[config.mk]
export PLATFORM = sky130hd
export DESIGN_NAME = wfs_ratio
export DESIGN_NICKNAME = d
export VERILOG_FILES = /design/src/hw/rtl/wfs_pkg.sv /design/src/hw/rtl/wfs_ratio.sv
export SDC_FILE = /design/constraint.sdc
export NUM_CORES = 2
export LEC_CHECK = 0
export ABC_AREA = 1
export BUFFER_PORTS_ARGS = -buffer_cell sky130_fd_sc_hd__buf_2
export CORE_MARGIN = 1.5
export CORE_UTILIZATION = 57
export DETAILED_ROUTE_END_ITERATION = 7
export HOLD_SLACK_MARGIN = 0.02
export PLACE_DENSITY = 0.8
export REMOVE_ABC_BUFFERS = 1
export SLEW_MARGIN = 10
export SYNTH_ARGS = -nofsm -noshare
export SYNTH_HDL_FRONTEND = slang
export SYNTH_SLANG_ARGS = --single-unit
export TNS_END_PERCENT = 10
[constraint.sdc]
create_clock -name clk -period 2.4 [get_ports clk]
set_input_delay 0.48 -clock clk [delete_from_list [all_inputs] [get_ports clk]]
set_output_delay 0.48 -clock clk [all_outputs]
set_load 0.02 [all_outputs]
[src/hw/rtl/wfs_pkg.sv]
package wfs_pkg;

	localparam int RANGE_BITS = 16;

	// sqrt2 in q16 and its width
	localparam int SQRT2_Q16 = 92682;
	localparam int K_W = 17;
	// ratio numerator and quotient width
	localparam int N1_W = RANGE_BITS + K_W;
	localparam int RATIO_MAX = 1 << 24;
	localparam int Q_W = 25;
	// signed tangent, q16
	localparam int T_W = 26;
	localparam int ONE_Q16 = 65536;
	// sqrt operand 2^32 + t*t and root
	localparam int V_W = 50;
	localparam int SQ_W = V_W / 2;
	localparam int REM_W = SQ_W + 3;
	// lookahead * t, numerator and its magnitude
	localparam int LAT_W = 16 + 1 + T_W;
	localparam int NUM_W = LAT_W + 1;
	localparam int MAG_W = NUM_W - 1;
	// cross-track error, command error and product
	localparam int E_W = MAG_W - 16 + 2;
	localparam int ERR_W = E_W + 1;
	localparam int P_W = ERR_W + 17;

	// stream widths
	localparam int IN_DATA_W = ((3 * RANGE_BITS + 7) / 8) * 8;
	localparam int IN_USER_W = 3;
	localparam int TURN_W = 11;
	localparam int SPEED_W = 8;
	localparam int OUT_DATA_W = ((TURN_W + SPEED_W + 7) / 8) * 8;

	// configuration
	localparam int CFG_IDX_W = 3;
	localparam int CFG_DATA_W = 16;
	localparam int RATE_W = 10;

	typedef enum logic [CFG_IDX_W-1:0] {
		CFG_DESIRED  = 3'd0,
		CFG_GAIN     = 3'd1,
		CFG_MAX_TURN = 3'd2,
		CFG_DEADBAND = 3'd3,
		CFG_LOOKAHD  = 3'd4,
		CFG_FRONT    = 3'd5,
		CFG_TIER     = 3'd6
	} cfg_idx_t;

	localparam logic [SPEED_W-1:0] SPEED_SLOW = 8'd5;
	localparam logic [SPEED_W-1:0] SPEED_MID  = 8'd20;
	localparam logic [SPEED_W-1:0] SPEED_FAST = 8'd30;

	// control that travels alongside each item
	typedef struct packed {
		logic vld;
		logic zero_e;
	} side_t;

endpackage

[src/hw/rtl/wfs_ratio.sv]
module wfs_ratio (
	input  logic                                 clk,
	input  logic                                 arst_n,
	input  logic                                 adv,
	input  logic                                 in_vld,
	input  logic [wfs_pkg::RANGE_BITS-1:0]       right_range,
	input  logic                                 right_valid,
	input  logic [wfs_pkg::RANGE_BITS-1:0]       diag_range,
	input  logic                                 diag_valid,
	input  logic [wfs_pkg::RANGE_BITS-1:0]       ahead_range,
	input  logic                                 ahead_valid,
	input  logic [15:0]                          front_reference,
	output wfs_pkg::side_t                       side_o,
	output logic signed [wfs_pkg::T_W-1:0]       t_o,
	output logic [wfs_pkg::RANGE_BITS-1:0]       right_o
);

	wfs_pkg::side_t side_s1;
	logic [wfs_pkg::N1_W-1:0] num_s1;
	logic [wfs_pkg::RANGE_BITS-1:0] den_s1, rgt_s1;

	wfs_pkg::side_t side_s2 [wfs_pkg::N1_W];
	logic [wfs_pkg::N1_W-1:0] num_s2 [wfs_pkg::N1_W];
	logic [wfs_pkg::N1_W-1:0] quo_s2 [wfs_pkg::N1_W];
	logic [wfs_pkg::RANGE_BITS-1:0] rem_s2 [wfs_pkg::N1_W];
	logic [wfs_pkg::RANGE_BITS-1:0] den_s2 [wfs_pkg::N1_W];
	logic [wfs_pkg::RANGE_BITS-1:0] rgt_s2 [wfs_pkg::N1_W];

	wfs_pkg::side_t side_s3;
	logic signed [wfs_pkg::T_W-1:0] t_s3;
	logic [wfs_pkg::RANGE_BITS-1:0] rgt_s3;

	logic [wfs_pkg::N1_W-1:0] num_c;
	logic [wfs_pkg::RANGE_BITS-1:0] ahead_c;
	logic zero_c;

	wfs_pkg::side_t src_side [wfs_pkg::N1_W];
	logic [wfs_pkg::N1_W-1:0] src_num [wfs_pkg::N1_W];
	logic [wfs_pkg::N1_W-1:0] src_quo [wfs_pkg::N1_W];
	logic [wfs_pkg::RANGE_BITS-1:0] src_rem [wfs_pkg::N1_W];
	logic [wfs_pkg::RANGE_BITS-1:0] src_den [wfs_pkg::N1_W];
	logic [wfs_pkg::RANGE_BITS-1:0] src_rgt [wfs_pkg::N1_W];
	logic [wfs_pkg::RANGE_BITS:0] dtmp [wfs_pkg::N1_W];
	logic [wfs_pkg::RANGE_BITS-1:0] nrem [wfs_pkg::N1_W];
	logic nbit [wfs_pkg::N1_W];

	logic [wfs_pkg::N1_W-1:0] q_fin;
	logic [wfs_pkg::Q_W-1:0] qsat_c;

	always_comb begin
		num_c = (wfs_pkg::N1_W)'(right_range) * (wfs_pkg::N1_W)'(wfs_pkg::SQRT2_Q16);
		ahead_c = ahead_valid ? ahead_range : '0;
		zero_c = !(right_valid && diag_valid) || (32'(ahead_c) < 32'(front_reference));
	end

	// one quotient bit per stage, restoring
	always_comb begin
		src_side[0] = side_s1;
		src_num[0] = num_s1;
		src_quo[0] = '0;
		src_rem[0] = '0;
		src_den[0] = den_s1;
		src_rgt[0] = rgt_s1;
		for (int k = 1; k < wfs_pkg::N1_W; k++) begin
			src_side[k] = side_s2[k-1];
			src_num[k] = num_s2[k-1];
			src_quo[k] = quo_s2[k-1];
			src_rem[k] = rem_s2[k-1];
			src_den[k] = den_s2[k-1];
			src_rgt[k] = rgt_s2[k-1];
		end
		for (int k = 0; k < wfs_pkg::N1_W; k++) begin
			dtmp[k] = {src_rem[k], src_num[k][wfs_pkg::N1_W-1-k]};
			if (dtmp[k] >= {1'b0, src_den[k]}) begin
				nrem[k] = (wfs_pkg::RANGE_BITS)'(dtmp[k] - {1'b0, src_den[k]});
				nbit[k] = 1'b1;
			end else begin
				nrem[k] = dtmp[k][wfs_pkg::RANGE_BITS-1:0];
				nbit[k] = 1'b0;
			end
		end
	end

	// zero divisor gives all ones, which saturates as well
	always_comb begin
		q_fin = quo_s2[wfs_pkg::N1_W-1];
		if (q_fin > (wfs_pkg::N1_W)'(wfs_pkg::RATIO_MAX))
			qsat_c = (wfs_pkg::Q_W)'(wfs_pkg::RATIO_MAX);
		else
			qsat_c = q_fin[wfs_pkg::Q_W-1:0];
	end

	always_ff @(posedge clk or negedge arst_n) begin
		if (!arst_n) begin
			side_s1 <= '0;
			for (int k = 0; k < wfs_pkg::N1_W; k++)
				side_s2[k] <= '0;
			side_s3 <= '0;
		end else if (adv) begin
			side_s1 <= '{vld: in_vld, zero_e: zero_c};
			for (int k = 0; k < wfs_pkg::N1_W; k++)
				side_s2[k] <= src_side[k];
			side_s3 <= side_s2[wfs_pkg::N1_W-1];
		end
	end

	always_ff @(posedge clk) begin
		if (adv) begin
			num_s1 <= num_c;
			den_s1 <= diag_range;
			rgt_s1 <= right_range;
			for (int k = 0; k < wfs_pkg::N1_W; k++) begin
				num_s2[k] <= src_num[k];
				quo_s2[k] <= {src_quo[k][wfs_pkg::N1_W-2:0], nbit[k]};
				rem_s2[k] <= nrem[k];
				den_s2[k] <= src_den[k];
				rgt_s2[k] <= src_rgt[k];
			end
			t_s3 <= (wfs_pkg::T_W)'(wfs_pkg::ONE_Q16) - $signed({1'b0, qsat_c});
			rgt_s3 <= rgt_s2[wfs_pkg::N1_W-1];
		end
	end

	assign side_o = side_s3;
	assign t_o = t_s3;
	assign right_o = rgt_s3;

endmodule

### Word-level counts from Yosys, hierarchy flattened

Memories as Yosys holds them, arrays and structs flattened. A register that Yosys moved wholly into a read port is not among the register bits.
Cells that the tools add are included.

| storage, ports and cells | value |
|---|---|
| memories | 5 |
| word-level logic and storage cells | 222 |
| bits of input ports | 71 |
| bits in registers | 160 |
| RAM bits | 3762 |
| output and inout bits | 44 |

Memory list:

| name | depth | width | read ports | clocked after memory_dff | wr ports | line | text |
|---|---|---|---|---|---|---|---|
| num_s2 | 33 | 33 | 32 | 0 | 33 | wfs_ratio.sv:23 | `logic [wfs_pkg::N1_W-1:0] num_s2 [wfs_pkg::N1_W];` |
| quo_s2 | 33 | 33 | 33 | 0 | 33 | wfs_ratio.sv:24 | `logic [wfs_pkg::N1_W-1:0] quo_s2 [wfs_pkg::N1_W];` |
| den_s2 | 33 | 16 | 32 | 0 | 33 | wfs_ratio.sv:26 | `logic [wfs_pkg::RANGE_BITS-1:0] den_s2 [wfs_pkg::N1_W];` |
| rem_s2 | 33 | 16 | 32 | 0 | 33 | wfs_ratio.sv:25 | `logic [wfs_pkg::RANGE_BITS-1:0] rem_s2 [wfs_pkg::N1_W];` |
| rgt_s2 | 33 | 16 | 33 | 1 | 33 | wfs_ratio.sv:27 | `logic [wfs_pkg::RANGE_BITS-1:0] rgt_s2 [wfs_pkg::N1_W];` |

| operators by class | value |
|---|---|
| $mul | 1 |
| order comparisons | 35 |
| muxes and demuxes | 70 |
| $add $sub $neg | 34 |
| reduce and logical (&&, ||, !) cells | 3 |

Operator list:

| cell | count |
|---|---|
| $ge 17x16->1 | 32 |
| $mux 16 | 34 |
| $sub 16x16->16 | 32 |
| $mux 1 | 35 |
| $gt 33x25->1 const B | 1 |
| $mul 16x16->32 const B | 1 |
| $sub 17x25->26 const A | 1 |
| $mux 25 | 1 |
| $ge 1x16->1 | 1 |
| $lt 16x16->1 | 1 |
| $sub 1x16->16 | 1 |
| $logic_and 1x1->1 | 1 |
| $logic_not 1->1 | 1 |
| $logic_or 1x1->1 | 1 |

### Longest topological paths before layout

An unclocked memory read counts as a cell.

| depth | value |
|---|---|
| depth in word-level cells | 4 |
| depth in mapped cells | 19 |
| mapped depth without buffers | 19 |

### Least setup slack after synthesis

Ideal clock, no wire load.

| timing path | value |
|---|---|
| kind | input port to flip-flop |
| start point | input port right_range[1] (netlist bit) |
| end point | register num_s1[29] (netlist bit), data pin |
| stages | 18 |
| buffers on the path | 0 |
| arrival | 4.777 ns |
| slack | -2.629 ns |
| required time | 2.148 ns |
| setup time | 0.252 ns |
| cells stage by stage | ha_1 > inv_1 > fa_1 > inv_1 > fa_1 > fa_1 > fa_1 > fa_1 > ha_1 > nand2_1 > nor2_1 > nand3_1 > o21ai_1 > a21oi_1 > o21ai_1 > nand2_1 > nand3_1 > nand2_1 |

| on the way | value |
|---|---|
| word-level cells in the longest chain between the ends | 1 |

Ends and longest elaborated chain:

| item | line | text |
|---|---|---|
| start, declared | wfs_ratio.sv:6 | `input logic [wfs_pkg::RANGE_BITS-1:0] right_range,` |
| $mul 16x16->32 | wfs_ratio.sv:51 | `num_c = (wfs_pkg::N1_W)'(right_range) * (wfs_pkg::N1_W)'(wfs_pkg::SQRT2_Q16);` |
| via num_c, one bit | wfs_ratio.sv:33 | `logic [wfs_pkg::N1_W-1:0] num_c;` |
| end signal, assigned | wfs_ratio.sv:109 | `num_s1 <= num_c;` |
| end, declared | wfs_ratio.sv:19 | `logic [wfs_pkg::N1_W-1:0] num_s1;` |

The timed path passes the listed nets, and every way through them passes these cells.
A chain may end at the register's enable or synchronous reset.

### Worst setup path in the final report

| timing path | value |
|---|---|
| start point | input port right_range[6] (netlist bit) |
| end point | register num_s1[27] (netlist bit), data pin |

Same word-level chain as after synthesis.

==> metrics <==
synth-to-layout area growth=20.4%; Post-Place Setup Slack=-2.92 ns; Die Height=455 um; synthesized area=117000 um2; starting density of the core=57.5%; Final Power=0.177 W; Hold Vio Cnt, Final=0; Die W=455 um; Worst Hold End=rgt_s1[9]; worst skew pair latency=0.91 ns; filler instances=13600; Std-Cell Rows=165; status=finished with violations; Pwr Density=1260 nW/um2; Worst VDD drop=0.000876 V; post-synthesis register bit count=2722; Max-Cap Viols=0; commonest non-fill, non-tap cell in the layout=edfxtp_1; switching share of power=33.1%; Pleak=56.4 nW; Cell Area, Placed=127000 um2; syn avg cell area=13.5 um2; sequential share of power=38.1%; largest net degree at the start of global routing=107; drt first pass iters=6; clock-pin slew of the registers on the worst-case setup and hold paths=0.06 ns; Worst Clk Skew=0.0552 ns; CP max FO=3; Combinational Power Share=37.5%; Iteration-0 DRC Markers=5517; initial antenna violation count=2; share of cells above drive strength 1=20.3%; sequential fraction of the synthesis area=69.8%; Routability Congestion=0.885; vias in the first global route=68000; Worst EP required=3.03 ns; footprint of the multi-input gates=34100 um2; crit path capture type=flip-flop; Worst R2R Setup Slack=-0.06 ns; crit path DAT=4.61 ns; Slew @ Worst Pin=0.612 ns; Max Buffers Root-to-Sink=4; Root Buffer=clkbuf_16; hold path cells=2; failing checks=negative setup slack; Hold Path Origin=right_range[9]; count of nets after finishing=10700; design area=140000 um2; GRT Total Usage=22.9%; switching pwr=0.0587 W; reg-to-reg endpoint=rem_s2[0][419]; critical path class=input port to flip-flop; most frequent cells in the layout=edfxtp_1, nand2_1, inv_1; Ys Warns=0; Remaining DRCs=0; Die Area=207000 um2; Final WS setup=-1.58 ns; Rel. slew slack=59.2%; internal power=0.118 W; # clock sinks=2722; global-route wire length before repair=372000 um; I/O pin total=115; setup violators final=26; cell count of the worst reg-to-reg path=13; Netlist cell types=47; min-delay worst type=input port to flip-flop; drt via density=5.40; total CTS buffers=290; Slew Limit Fails=0; post-route setup TNS=-25.12 ns; Post-Syn Instances=8654; I/O Buffers=114; post-detail-place hpwl=168000 um; core area=203000 um2; H-tree Lvls=5; clock share of power=24.3%; Startpoint Class=input port; RR Startpoint=rem_s2[0][401]; antenna-violating nets left=0; Remaining Overflow, GRT=0; Reg area=81400 um2; vias post-DR=68800; CTS tree=done; final wirelength=243000 um; f_max=0.251 GHz; min cycle time layout=3.98 ns; drt wl/cell=19.1 um; RSZ-0062 raised after global routing=yes; Tcrit/Tclk final=166%; post-layout util=69.3%
==> worst max path at each step <==
| stage | from | endpoint | slack (ns) | cells after the start |
|---|---|---|---|---|
| after CTS | right_range[4] | num_s1[27] | -1.50 | 19 |
| after global routing | right_range[6] | num_s1[30] | -1.69 | 18 |
| after global placement | right_range[1] | num_s1[29] | -2.97 | 19 |
| after detailed placement | right_range[1] | num_s1[29] | -2.92 | 19 |
| final | right_range[6] | num_s1[27] | -1.58 | 19 |
| after floorplan | right_range[1] | num_s1[29] | -2.63 | 18 |
==> through the flow <==
stage / hold WS [ns] / instances
2_1_floorplan: 0.184 / 8533
3_3_place_gp: 0.400 / 12100
3_5_place_dp: 0.405 / 12100
4_1_cts: 0.0292 / 12700
5_1_grt: 0.0493 / 12700
6_report: 0.0935 / 12700
==> critical path: stages <==
cell and delay, ns:
buf_8 0.10, ha_4 0.26, inv_2 0.04, fa_1 0.54
inv_2 0.04, fa_1 0.45, fa_1 0.51, fa_1 0.43
fa_1 0.54, ha_4 0.23, nand2_4 0.08, nor2_4 0.04
buf_6 0.11, a21oi_4 0.14, o21ai_4 0.09, a21oi_2 0.18
o21ai_2 0.09, buf_4 0.13, xor2_1 0.13
==> power groups by stage <==
stage | Sequential (W) | Combinational, W | Clock [W]
5_1_grt | 0.0682 | 0.0726 | 0.0459
3_5_place_dp | 0.0681 | 0.0571 | 0
6_report | 0.0676 | 0.0665 | 0.0431
2_1_floorplan | 0.0661 | 0.0349 | 0
4_1_cts | 0.0674 | 0.0607 | 0.0442
3_3_place_gp | 0.0679 | 0.0565 | 0
==> flip-flops by register name, summed over array words and instances (netlist names) <==
name	cells
den_s2	512
num_s2	435
side_s1	2
rgt_s2	528
quo_s2	561
num_s1	30
side_o	2
rem_s2	512
side_s2	66
right_o	16
t_o	26
rgt_s1	16
den_s1	16
==> synthesized netlist by cell type (all sizes together) <==
cell type	instances	area share (%)
a211oi	4	0.026
a21boi	7	0.048
a21o	88	0.57
a21oi	956	4.1
a221oi	1	0.0075
a311oi	26	0.20
a31oi	11	0.059
buf	96	0.60
clkbuf	25	0.080
clkinv	3	0.0097
dfrtp	70	1.5
edfxtp	2652	68
fa	83	1.4
ha	643	6.9
inv	936	3.0
nand2	1109	3.6
nand3	143	0.62
nand3b	8	0.052
nand4	77	0.41
nor2	796	2.6
nor3	45	0.20
nor3b	1	0.0064
nor4	12	0.064
o2111ai	12	0.090
o211ai	16	0.10
o21ai	312	1.5
o21bai	36	0.24
o221a	1	0.0097
o221ai	9	0.068
o311ai	1	0.0075
o41ai	2	0.015
or2	1	0.0054
xnor2	242	1.8
xor2	230	1.7
==> per-layer routing <==
| metal | vias to the layer above | part of all wire (%) | GRT usage (%) |
|---|---|---|---|
| li1 | 33100 | - | - |
| met5 | - | 0 | 0 |
| met1 | 33400 | 44 | 32.0 |
| met2 | 1853 | 48 | 37.3 |
| met4 | 0 | 3.3 | 7.58 |
| met3 | 482 | 4.8 | 3.14 |
==> cell type report <==
class                      instances  share of cell area, %
antenna                            1                0.00178
clock buffer                     353                   5.46
clock inverter                   147                   1.02
inverter                         939                   2.51
multi-input combinational       4873                   24.3
sequential                      2722                   58.0
tap                             2672                   2.38
timing repair buffer            1039                   6.40
==> timing repair <==
action | in CTS | in global routing
endpoints found under the setup margin | 208 | 511
cloned | 0 | 10
endpoints found under the hold margin | 86 | 0
gates resized for setup | 250 | 489
hold buffers | 36 | 0
pin swaps | 54 | 97
setup buffers | 5 | 75
==> cell families (layout without fill, tap and decap cells) <==
logic type,Yosys count,count (layout),share of synthesized area (%)
flip-flops,2722,2722,69.8
AO/OA/AOI/OAI,1482,1482,7.07
AND/OR/NAND/NOR,2192,2193,7.56
XOR/XNOR,472,472,3.55
other,0,1,0
adder cells (fa/ha/maj),726,726,8.32
buffers and inverters,1060,2478,3.70
(Power assumes the default switching activity.)
